--- config.mk ---
export PLATFORM = sky130hd
export DESIGN_NAME = capacitive_touch_prox_detector
export DESIGN_NICKNAME = d
export VERILOG_FILES = /design/src/rtl/core/ctpd_pkg.sv /design/src/rtl/core/ctpd_cfg.sv /design/src/rtl/core/ctpd_ctrl.sv /design/src/rtl/core/ctpd_dp.sv /design/src/rtl/core/capacitive_touch_prox_detector.sv
export SDC_FILE = /design/constraint.sdc
export NUM_CORES = 2
export LEC_CHECK = 0
export BUFFER_PORTS_ARGS = -buffer_cell sky130_fd_sc_hd__buf_2
export CAP_MARGIN = 25
export CORE_MARGIN = 8
export CORE_UTILIZATION = 55
export CTS_CLUSTER_DIAMETER = 50
export DETAILED_ROUTE_END_ITERATION = 6
export GPL_ROUTABILITY_DRIVEN = 0
export GPL_TIMING_DRIVEN = 1
export MAX_ROUTING_LAYER = met4
export PLACE_DENSITY = 0.78
export SKIP_CTS_REPAIR_TIMING = 1
export SYNTH_ARGS = -nofsm -noshare
export SYNTH_HDL_FRONTEND = slang
export SYNTH_SLANG_ARGS = --single-unit
export TNS_END_PERCENT = 10
--- constraint.sdc ---
create_clock -name clk -period 6.7 [get_ports clk]
set_input_delay 1.34 -clock clk [delete_from_list [all_inputs] [get_ports clk]]
set_output_delay 1.34 -clock clk [all_outputs]
set_load 0.005 [all_outputs]
--- src/rtl/core/ctpd_pkg.sv ---
// Shared types, codes and constants of the capacitive touch and proximity detector.
package ctpd_pkg;

    localparam int unsigned CFG_ADDR_W = 3;
    localparam int unsigned CFG_DATA_W = 32;
    localparam int unsigned IN_DATA_W  = 48;
    localparam int unsigned OUT_DATA_W = 32;

    localparam logic [15:0] DRIFT_STEP       = 16'd1;
    localparam logic [15:0] RISE_INTERVAL_MS = 16'd100;
    localparam logic [15:0] FALL_INTERVAL_MS = 16'd50;

    localparam logic [15:0] BASELINE_RESET = 16'd200;
    localparam logic [7:0]  RATIO_FULL     = 8'd255;
    localparam logic [7:0]  WEIGHT_FULL    = 8'd255;

    // Two quotient bits are resolved per divider step.
    localparam int unsigned DIV_STEPS = 4;

    // Field positions in the result tdata.
    localparam int unsigned OUT_STATE_LSB = 16;
    localparam int unsigned OUT_TOUCHED   = 19;
    localparam int unsigned OUT_JTOUCH    = 20;
    localparam int unsigned OUT_JRELEASE  = 21;
    localparam int unsigned OUT_RATIO_LSB = 22;

    typedef enum logic [2:0] {
        CLS_IDLE  = 3'd0,
        CLS_BASE  = 3'd1,
        CLS_RISE  = 3'd2,
        CLS_FALL  = 3'd3,
        CLS_PROX  = 3'd4,
        CLS_TOUCH = 3'd5
    } cls_t;

    typedef enum logic [CFG_ADDR_W-1:0] {
        CFG_EXP_WEIGHT    = 3'd0,
        CFG_NOISE_DELTA   = 3'd1,
        CFG_TOUCH_TH      = 3'd2,
        CFG_TOUCH_REL_TH  = 3'd3,
        CFG_PROX_TH       = 3'd4,
        CFG_PROX_REL_TH   = 3'd5,
        CFG_DEBOUNCE_MS   = 3'd6,
        CFG_RESET_DELAY   = 3'd7
    } cfg_idx_t;

    typedef struct packed {
        logic [7:0]  exp_weight;
        logic [15:0] noise_delta;
        logic [14:0] touch_threshold;
        logic [14:0] touch_release_threshold;
        logic [14:0] prox_threshold;
        logic [14:0] prox_release_threshold;
        logic [15:0] debounce_ms;
        logic [31:0] reset_delay_ms;
    } cfg_t;

    typedef struct packed {
        logic accept;
        logic estimate;
        logic filter;
        logic classify;
        logic div_step;
        logic load_out;
    } cmd_t;

endpackage

--- src/rtl/core/ctpd_cfg.sv ---
// Configuration register file of the detector.
module ctpd_cfg (
    input  logic                           clk,
    input  logic                           rst_n,
    input  logic                           cfg_wen,
    input  logic [ctpd_pkg::CFG_ADDR_W-1:0] cfg_addr,
    input  logic [ctpd_pkg::CFG_DATA_W-1:0] cfg_wdata,
    output ctpd_pkg::cfg_t                 cfg
);
    import ctpd_pkg::*;

    cfg_t cfg_reg;
    cfg_t cfg_next;

    always_comb
    begin
        cfg_next = cfg_reg;
        if (cfg_wen)
        begin
            unique case (cfg_idx_t'(cfg_addr))
                CFG_EXP_WEIGHT:   cfg_next.exp_weight = cfg_wdata[7:0];
                CFG_NOISE_DELTA:  cfg_next.noise_delta = cfg_wdata[15:0];
                CFG_TOUCH_TH:     cfg_next.touch_threshold = cfg_wdata[14:0];
                CFG_TOUCH_REL_TH: cfg_next.touch_release_threshold = cfg_wdata[14:0];
                CFG_PROX_TH:      cfg_next.prox_threshold = cfg_wdata[14:0];
                CFG_PROX_REL_TH:  cfg_next.prox_release_threshold = cfg_wdata[14:0];
                CFG_DEBOUNCE_MS:  cfg_next.debounce_ms = cfg_wdata[15:0];
                CFG_RESET_DELAY:  cfg_next.reset_delay_ms = cfg_wdata[31:0];
                default:          cfg_next = cfg_reg;
            endcase
        end
    end

    always_ff @(posedge clk or negedge rst_n)
    begin
        if (!rst_n)
        begin
            cfg_reg.exp_weight              <= 8'd128;
            cfg_reg.noise_delta             <= 16'd2;
            cfg_reg.touch_threshold         <= 15'd100;
            cfg_reg.touch_release_threshold <= 15'd60;
            cfg_reg.prox_threshold          <= 15'd10;
            cfg_reg.prox_release_threshold  <= 15'd7;
            cfg_reg.debounce_ms             <= 16'd20;
            cfg_reg.reset_delay_ms          <= 32'd10;
        end
        else
        begin
            cfg_reg <= cfg_next;
        end
    end

    assign cfg = cfg_reg;

endmodule

--- src/rtl/core/ctpd_ctrl.sv ---
// Sequencing state machine of the detector.
module ctpd_ctrl (
    input  logic           clk,
    input  logic           rst_n,
    input  logic           s_axis_tvalid,
    output logic           s_axis_tready,
    output logic           m_axis_tvalid,
    input  logic           m_axis_tready,
    output ctpd_pkg::cmd_t cmd
);
    import ctpd_pkg::*;

    typedef enum logic [5:0] {
        ST_IDLE     = 6'b000001,
        ST_ESTIMATE = 6'b000010,
        ST_FILTER   = 6'b000100,
        ST_CLASSIFY = 6'b001000,
        ST_DIVIDE   = 6'b010000,
        ST_DONE     = 6'b100000
    } state_t;

    localparam int unsigned CNT_W = $clog2(DIV_STEPS);
    localparam logic [CNT_W-1:0] CNT_LAST = CNT_W'(DIV_STEPS - 1);

    state_t           state_reg, state_next;
    logic [CNT_W-1:0] cnt_reg, cnt_next;
    logic             out_valid_reg, out_valid_next;

    always_comb
    begin
        state_next     = state_reg;
        cnt_next       = cnt_reg;
        out_valid_next = out_valid_reg;
        cmd            = '0;
        if (out_valid_reg && m_axis_tready)
        begin
            out_valid_next = 1'b0;
        end
        unique case (state_reg)
            ST_IDLE:
            begin
                if (s_axis_tvalid)
                begin
                    cmd.accept = 1'b1;
                    state_next = ST_ESTIMATE;
                end
            end
            ST_ESTIMATE:
            begin
                cmd.estimate = 1'b1;
                state_next   = ST_FILTER;
            end
            ST_FILTER:
            begin
                cmd.filter = 1'b1;
                state_next = ST_CLASSIFY;
            end
            ST_CLASSIFY:
            begin
                cmd.classify = 1'b1;
                cnt_next     = '0;
                state_next   = ST_DIVIDE;
            end
            ST_DIVIDE:
            begin
                cmd.div_step = 1'b1;
                cnt_next     = cnt_reg + 1'b1;
                if (cnt_reg == CNT_LAST)
                begin
                    state_next = ST_DONE;
                end
            end
            ST_DONE:
            begin
                if (!out_valid_reg || m_axis_tready)
                begin
                    cmd.load_out   = 1'b1;
                    out_valid_next = 1'b1;
                    state_next     = ST_IDLE;
                end
            end
            default:
            begin
                state_next = ST_IDLE;
            end
        endcase
    end

    always_ff @(posedge clk or negedge rst_n)
    begin
        if (!rst_n)
        begin
            state_reg     <= ST_IDLE;
            cnt_reg       <= '0;
            out_valid_reg <= 1'b0;
        end
        else
        begin
            state_reg     <= state_next;
            cnt_reg       <= cnt_next;
            out_valid_reg <= out_valid_next;
        end
    end

    assign s_axis_tready = (state_reg == ST_IDLE);
    assign m_axis_tvalid = out_valid_reg;

endmodule

--- src/rtl/core/ctpd_dp.sv ---
// Datapath: filter, baseline tracking, classification, debounce and ratio divider.
module ctpd_dp (
    input  logic                            clk,
    input  logic                            rst_n,
    input  ctpd_pkg::cfg_t                  cfg,
    input  ctpd_pkg::cmd_t                  cmd,
    input  logic [ctpd_pkg::IN_DATA_W-1:0]  in_data,
    output logic [ctpd_pkg::OUT_DATA_W-1:0] out_data
);
    import ctpd_pkg::*;

    // Item registers.
    logic [31:0] now_reg;
    logic [23:0] sum_reg;
    logic [15:0] qest_reg;
    logic signed [15:0] delta_reg;
    logic [31:0] elapsed_reg;

    // Tracking state.
    logic [15:0] filt_reg, filt_next;
    logic [15:0] base_reg, base_next;
    cls_t        inst_reg, cls_fin;
    cls_t        comm_reg;
    cls_t        prior_reg;
    logic [31:0] start_reg, start_next;

    // Ratio divider.
    logic [15:0] rem_reg, span_reg;
    logic [7:0]  quo_reg;
    logic        rzero_reg, rsat_reg;

    logic [OUT_DATA_W-1:0] out_reg;

    // Filter sum and divide by 255 through a reciprocal estimate.
    logic [15:0] reading;
    logic [23:0] sum_new;
    logic [24:0] est_sum;
    logic [24:0] est_rem;

    assign reading = in_data[15:0];
    assign sum_new = ({8'b0, reading} * {16'b0, cfg.exp_weight})
                   + ({8'b0, filt_reg} * {16'b0, WEIGHT_FULL - cfg.exp_weight});
    assign est_sum = {1'b0, sum_reg} + {9'b0, sum_reg[23:8]} + {17'b0, sum_reg[23:16]};
    assign est_rem = {1'b0, sum_reg} - ({1'b0, qest_reg, 8'b0} - {9'b0, qest_reg});
    assign filt_next = qest_reg + {15'b0, (est_rem >= 25'd255)};

    // Classification.
    logic signed [15:0] touch_s, trel_s, prox_s, prel_s;
    logic [16:0] mag;
    cls_t        cls1;
    logic        same_cls, held, drift, commit;
    logic [31:0] el_use;

    assign touch_s = signed'({1'b0, cfg.touch_threshold});
    assign trel_s  = signed'({1'b0, cfg.touch_release_threshold});
    assign prox_s  = signed'({1'b0, cfg.prox_threshold});
    assign prel_s  = signed'({1'b0, cfg.prox_release_threshold});
    assign mag = delta_reg[15] ? (17'(~delta_reg) + 17'd1) : {1'b0, delta_reg};

    always_comb
    begin
        priority if (mag <= {1'b0, cfg.noise_delta})
        begin
            cls1 = CLS_BASE;
        end
        else if (delta_reg > touch_s)
        begin
            cls1 = CLS_TOUCH;
        end
        else if (delta_reg > prox_s)
        begin
            cls1 = CLS_PROX;
        end
        else if (delta_reg > 16'sd0)
        begin
            cls1 = CLS_RISE;
        end
        else if (delta_reg < 16'sd0)
        begin
            cls1 = CLS_FALL;
        end
        else
        begin
            cls1 = CLS_IDLE;
        end
    end

    assign same_cls = (cls1 == inst_reg);
    assign el_use   = same_cls ? elapsed_reg : 32'd0;
    assign held     = (el_use > cfg.reset_delay_ms);

    always_comb
    begin
        cls_fin    = cls1;
        base_next  = base_reg;
        start_next = same_cls ? start_reg : now_reg;
        drift      = 1'b0;
        unique case (cls1)
            CLS_BASE:
            begin
                base_next = filt_reg;
            end
            CLS_TOUCH:
            begin
                if (held)
                begin
                    base_next = filt_reg;
                end
                if (delta_reg < trel_s)
                begin
                    cls_fin = (delta_reg > prel_s) ? CLS_PROX : CLS_IDLE;
                end
            end
            CLS_PROX:
            begin
                if (held)
                begin
                    base_next = filt_reg;
                end
                if (delta_reg > touch_s)
                begin
                    cls_fin = CLS_TOUCH;
                end
                else if (delta_reg < prel_s)
                begin
                    cls_fin = CLS_IDLE;
                end
            end
            CLS_RISE:
            begin
                if (el_use[15:0] >= RISE_INTERVAL_MS)
                begin
                    base_next  = base_reg + DRIFT_STEP;
                    start_next = now_reg;
                    drift      = 1'b1;
                end
            end
            CLS_FALL:
            begin
                if (el_use[15:0] >= FALL_INTERVAL_MS)
                begin
                    base_next  = base_reg - DRIFT_STEP;
                    start_next = now_reg;
                    drift      = 1'b1;
                end
            end
            default:
            begin
                cls_fin = cls1;
            end
        endcase
    end

    assign commit = (cls_fin == inst_reg) && !drift && (el_use > {16'b0, cfg.debounce_ms});

    // Ratio setup.
    logic signed [16:0] depth;
    logic signed [15:0] span;
    logic               depth_le0, span_le0;

    assign depth     = {delta_reg[15], delta_reg} - {2'b0, cfg.prox_threshold};
    assign span      = {1'b0, cfg.touch_threshold} - {1'b0, cfg.prox_threshold};
    assign depth_le0 = depth[16] || (depth == 17'sd0);
    assign span_le0  = span[15] || (span == 16'sd0);

    // Two restoring steps per cycle.
    logic [16:0] r1, r1s, r2, r2s;
    logic        b1, b2;

    assign r1  = {rem_reg, 1'b0};
    assign b1  = (r1 >= {1'b0, span_reg});
    assign r1s = b1 ? (r1 - {1'b0, span_reg}) : r1;
    assign r2  = {r1s[15:0], 1'b0};
    assign b2  = (r2 >= {1'b0, span_reg});
    assign r2s = b2 ? (r2 - {1'b0, span_reg}) : r2;

    // Result fields.
    logic [7:0] ratio;
    logic       touched, jtouch, jrelease;

    always_comb
    begin
        unique case (comm_reg)
            CLS_PROX:
            begin
                priority if (rzero_reg)
                begin
                    ratio = 8'd0;
                end
                else if (rsat_reg)
                begin
                    ratio = RATIO_FULL;
                end
                else
                begin
                    ratio = quo_reg;
                end
            end
            CLS_TOUCH: ratio = RATIO_FULL;
            default:   ratio = 8'd0;
        endcase
    end

    assign touched  = (comm_reg == CLS_TOUCH);
    assign jtouch   = touched && (prior_reg != CLS_TOUCH);
    assign jrelease = (comm_reg != CLS_TOUCH) && (comm_reg != CLS_PROX)
                   && ((prior_reg == CLS_TOUCH) || (prior_reg == CLS_PROX));

    always_ff @(posedge clk or negedge rst_n)
    begin
        if (!rst_n)
        begin
            filt_reg  <= 16'd0;
            base_reg  <= BASELINE_RESET;
            inst_reg  <= CLS_IDLE;
            comm_reg  <= CLS_IDLE;
            prior_reg <= CLS_IDLE;
            start_reg <= 32'd0;
        end
        else
        begin
            if (cmd.filter)
            begin
                filt_reg <= filt_next;
            end
            if (cmd.classify)
            begin
                base_reg  <= base_next;
                inst_reg  <= cls_fin;
                start_reg <= start_next;
                if (commit)
                begin
                    prior_reg <= comm_reg;
                    comm_reg  <= cls_fin;
                end
            end
        end
    end

    always_ff @(posedge clk)
    begin
        if (cmd.accept)
        begin
            now_reg <= in_data[47:16];
            sum_reg <= sum_new;
        end
        if (cmd.estimate)
        begin
            qest_reg <= est_sum[23:8];
        end
        if (cmd.filter)
        begin
            delta_reg   <= signed'(filt_next - base_reg);
            elapsed_reg <= now_reg - start_reg;
        end
        if (cmd.classify)
        begin
            rem_reg   <= depth[15:0];
            span_reg  <= span;
            quo_reg   <= 8'd0;
            rzero_reg <= depth_le0;
            rsat_reg  <= span_le0 || (depth[15:0] >= span);
        end
        if (cmd.div_step)
        begin
            rem_reg <= r2s[15:0];
            quo_reg <= {quo_reg[5:0], b1, b2};
        end
        if (cmd.load_out)
        begin
            out_reg <= {2'b0, ratio, jrelease, jtouch, touched, comm_reg, delta_reg};
        end
    end

    assign out_data = out_reg;

endmodule

--- src/rtl/core/capacitive_touch_prox_detector.sv ---
// Top level of the capacitive touch and proximity detector.
// Each reading is taken when s_axis_tready is high; the block then works on
// it alone and is ready for the next one once it has loaded the result
// register, which waits until the previous result has been taken. The
// exponential filter and its divide by 255 come first, then classification,
// baseline tracking and debounce, the prox-ratio divider (two quotient bits a
// cycle) and the load of the result register. The result register frees the
// input side, so a new reading is accepted while a result still waits.
module capacitive_touch_prox_detector (
    input  logic                            clk,
    input  logic                            rst_n,
    input  logic                            cfg_wen,
    input  logic [ctpd_pkg::CFG_ADDR_W-1:0] cfg_addr,
    input  logic [ctpd_pkg::CFG_DATA_W-1:0] cfg_wdata,
    input  logic                            s_axis_tvalid,
    output logic                            s_axis_tready,
    // reading[15:0], now_ms[47:16]
    input  logic [ctpd_pkg::IN_DATA_W-1:0]  s_axis_tdata,
    output logic                            m_axis_tvalid,
    input  logic                            m_axis_tready,
    // delta[15:0], debounced_state[18:16], touched[19], just_touched[20],
    // just_released[21], prox_ratio[29:22], zero[31:30]
    output logic [ctpd_pkg::OUT_DATA_W-1:0] m_axis_tdata
);
    import ctpd_pkg::*;

    cfg_t cfg;
    cmd_t cmd;

    ctpd_cfg u_cfg (
        .clk       (clk),
        .rst_n     (rst_n),
        .cfg_wen   (cfg_wen),
        .cfg_addr  (cfg_addr),
        .cfg_wdata (cfg_wdata),
        .cfg       (cfg)
    );

    ctpd_ctrl u_ctrl (
        .clk           (clk),
        .rst_n         (rst_n),
        .s_axis_tvalid (s_axis_tvalid),
        .s_axis_tready (s_axis_tready),
        .m_axis_tvalid (m_axis_tvalid),
        .m_axis_tready (m_axis_tready),
        .cmd           (cmd)
    );

    ctpd_dp u_dp (
        .clk      (clk),
        .rst_n    (rst_n),
        .cfg      (cfg),
        .cmd      (cmd),
        .in_data  (s_axis_tdata),
        .out_data (m_axis_tdata)
    );

endmodule

==> impl_metrics.json <==
{
  "routedWlPerCell_um": 18.8,
  "ios": 122,
  "worstReg2RegEnd": "u_dp.base_reg[0]",
  "cts-root-buf": "clkbuf_16",
  "ys_types": 88,
  "syn_area_mm2": 0.0354,
  "status": "finished, violations left",
  "synth_flop_cell": "edfxtp_1",
  "antenna_found_initial": 4,
  "skew_ns": 0.0164,
  "rsz0062_at_grt": "yes",
  "worstHoldPathType": "reg2reg",
  "synth-seq-area-share_pct": 31.5,
  "multi_input_comb_area_mm2": 0.0222,
  "synthArstFlopShare_pct": 52.7,
  "setup_ws_ns": -0.0225,
  "die_h_um": 270,
  "die_area_mm2": 0.0727,
  "yosysTopAreaCell": "edfxtp_1",
  "final_area_mm2": 0.0406,
  "nets": 4623,
  "routed_wl_um": 90900,
  "finalSetupViolCount": 2,
  "firstDrtPassIters": 6,
  "synthTopCellsByArea": "edfxtp_1, dfrtp_1, ha_1",
  "max_freq_mhz": 149,
  "hold_depth": 1,
  "busiest_layer": "met2",
  "grt_pass1_wl_um": 144000,
  "overflow": 0,
  "use_met3_pct": 3.08,
  "yosys_warnings": 0,
  "cts_buffers": 47,
  "io_buffers": 119,
  "min_period_over_period_pct": 100,
  "met1_usage_pct": 31.7,
  "synth.avg_cell_area_um2": 9.82,
  "reg2reg_slack_ns": -0.02,
  "postRouteAntennaNets": 0,
  "drive_above_1_share_pct": 17.5,
  "cts_sinks": 406,
  "critPathKind": "reg2reg",
  "rows": 93,
  "synth_common_cells": "inv_1, ha_1, nand2_1, fa_1",
  "first_iter_violations": 2436,
  "slowest_delay_ns": 0.43,
  "syn_to_final_growth_pct": 14.8,
  "tightest_slew_ns": 1.01,
  "grt_pass1_vias": 27740,
  "cp_common_cell": "a21oi_1",
  "crit_end": "u_dp.base_reg[0]",
  "seqCellArea_mm2": 0.0112,
  "h-tree-depth": 2,
  "dpl.hpwl_um": 68700,
  "path_max_fanout": 17,
  "synthCells": 3603,
  "vias": 27347,
  "synth-seq-cells": 406,
  "yosysMostFrequentCell": "inv_1",
  "cts.path.max_buffers": 3,
  "fillers": 4952,
  "start_util_pct": 55.3,
  "cp-end-kind": "flip-flop",
  "fin_crit_ns": 6.72,
  "hold_viol_final": 0,
  "cts.clk_slew.worst_paths_ns": 0.06,
  "die_w_um": 270,
  "max_slew_margin_pct": 32.5,
  "largest_reg_flops": 132,
  "slew_violations": 0,
  "yosysTopAreaCellShare_pct": 16.3,
  "violations": "negative setup slack",
  "cts_tree": "yes",
  "use_met2_pct": 41.8,
  "place_area_mm2": 0.0385,
  "grt_max_degree": 132,
  "timing.rr.start": "u_dp.delta_reg[0]",
  "drc": 0,
  "startpoint_type": "flip-flop",
  "coreArea_mm2": 0.0640,
  "worstRegToRegCells": 33,
  "synth-edff-count": 192,
  "via_per_inst": 5.67,
  "track_usage_pct": 25.0,
  "clkLatencyLatePin_ns": 0.60,
  "maxCapViolCount": 0,
  "cp.arrival_ns": 7.19,
  "startpoint": "u_dp.delta_reg[0]",
  "crit_path_top_delay_cell": "or4_4",
  "required_ns": 7.17
}
metrics by stage:
stage               setup WS [ns]  hold WS, ns  TNS (ns)  instances  utilization [%]
floorplan                 -0.0628        0.441   -0.0628       3605                -
global placement           -0.336        0.465     -1.51       4713             60.1
detailed placement         -0.482        0.472     -2.52       4714             60.1
CTS                        -0.402        0.505     -1.40       4802             62.6
global route               -0.274        0.519     -4.08       4825             63.5
finish                    -0.0225        0.503   -0.0256       4825             63.5
cell type report:
type | count | share of cell area, %
Multi-Input combinational cell | 2554 | 54.6
Sequential cell | 406 | 27.5
Timing Repair Buffer | 359 | 6.21
Inverter | 559 | 5.18
Clock buffer | 54 | 3.09
Tap cell | 855 | 2.63
Clock inverter | 34 | 0.835
Antenna cell | 4 | 0.0246
cells by family (layout without fill, tap and decap cells):
logic type	after synthesis	in the layout	share of synthesized area, %
and+or+nand+nor	1005	1005	14.9
muxes	149	149	4.69
DFF	406	406	31.5
buffers and inverters	645	1006	6.96
xor gates and xnor gates	177	177	4.38
adders and majority gates	608	608	26.4
other	1	7	0.0106
AOI/OAI and AO/OA	612	612	11.2
metal layers:
metal	wire, um	share of wire [%]	up-vias
met5	0	0	-
met4	2830	3.1	0
met3	5360	5.9	192
met2	44500	49	896
met1	38100	42	13400
li1	-	-	12859
worst max-delay path: cells and delay by family, from the launching register on:
family | cells | cell delay, ns
and+or+nand+nor | 11 | 2.47
buffers and inverters | 6 | 0.88
xor gates and xnor gates | 1 | 0.11
AOI/OAI and AO/OA | 13 | 2.14
DFF | 1 | 0.42
adders and majority gates | 2 | 0.56
placed cells by master, fill, tap and decap left out, types with 22 or more instances in the layout:
cell         n
fa_1       228
dfstp_2     22
nand3_1     49
buf_2      118
a21oi_1    150
nand2_1    253
a21o_1      76
edfxtp_1   192
o21ai_0    149
o21a_1      30
xor2_1      51
nor2b_1    155
xnor2_1    124
nand4_1     35
and2_1     160
ha_1       372
nand2b_1    22
dfrtp_1    189
nor3_1      55
clkbuf_16   51
buf_4      231
nor2_1     150
o21bai_1    22
inv_1      552
mux2_2     133
how the worst min path moves through the flow:
stage                             from                  to
floorplan            u_dp.delta_reg[0]    u_dp.out_data[0]
global placement      u_dp.inst_reg[1]    u_dp.inst_reg[1]
detailed placement    u_dp.inst_reg[1]    u_dp.inst_reg[1]
CTS                 u_dp.start_reg[13]  u_dp.start_reg[13]
global route         u_dp.start_reg[3]   u_dp.start_reg[3]
finish               u_dp.start_reg[4]   u_dp.start_reg[4]
Power is left out: the tool's default activity adds up to more than one toggle a clock period on the data nets, which glitch-free logic cannot reach.
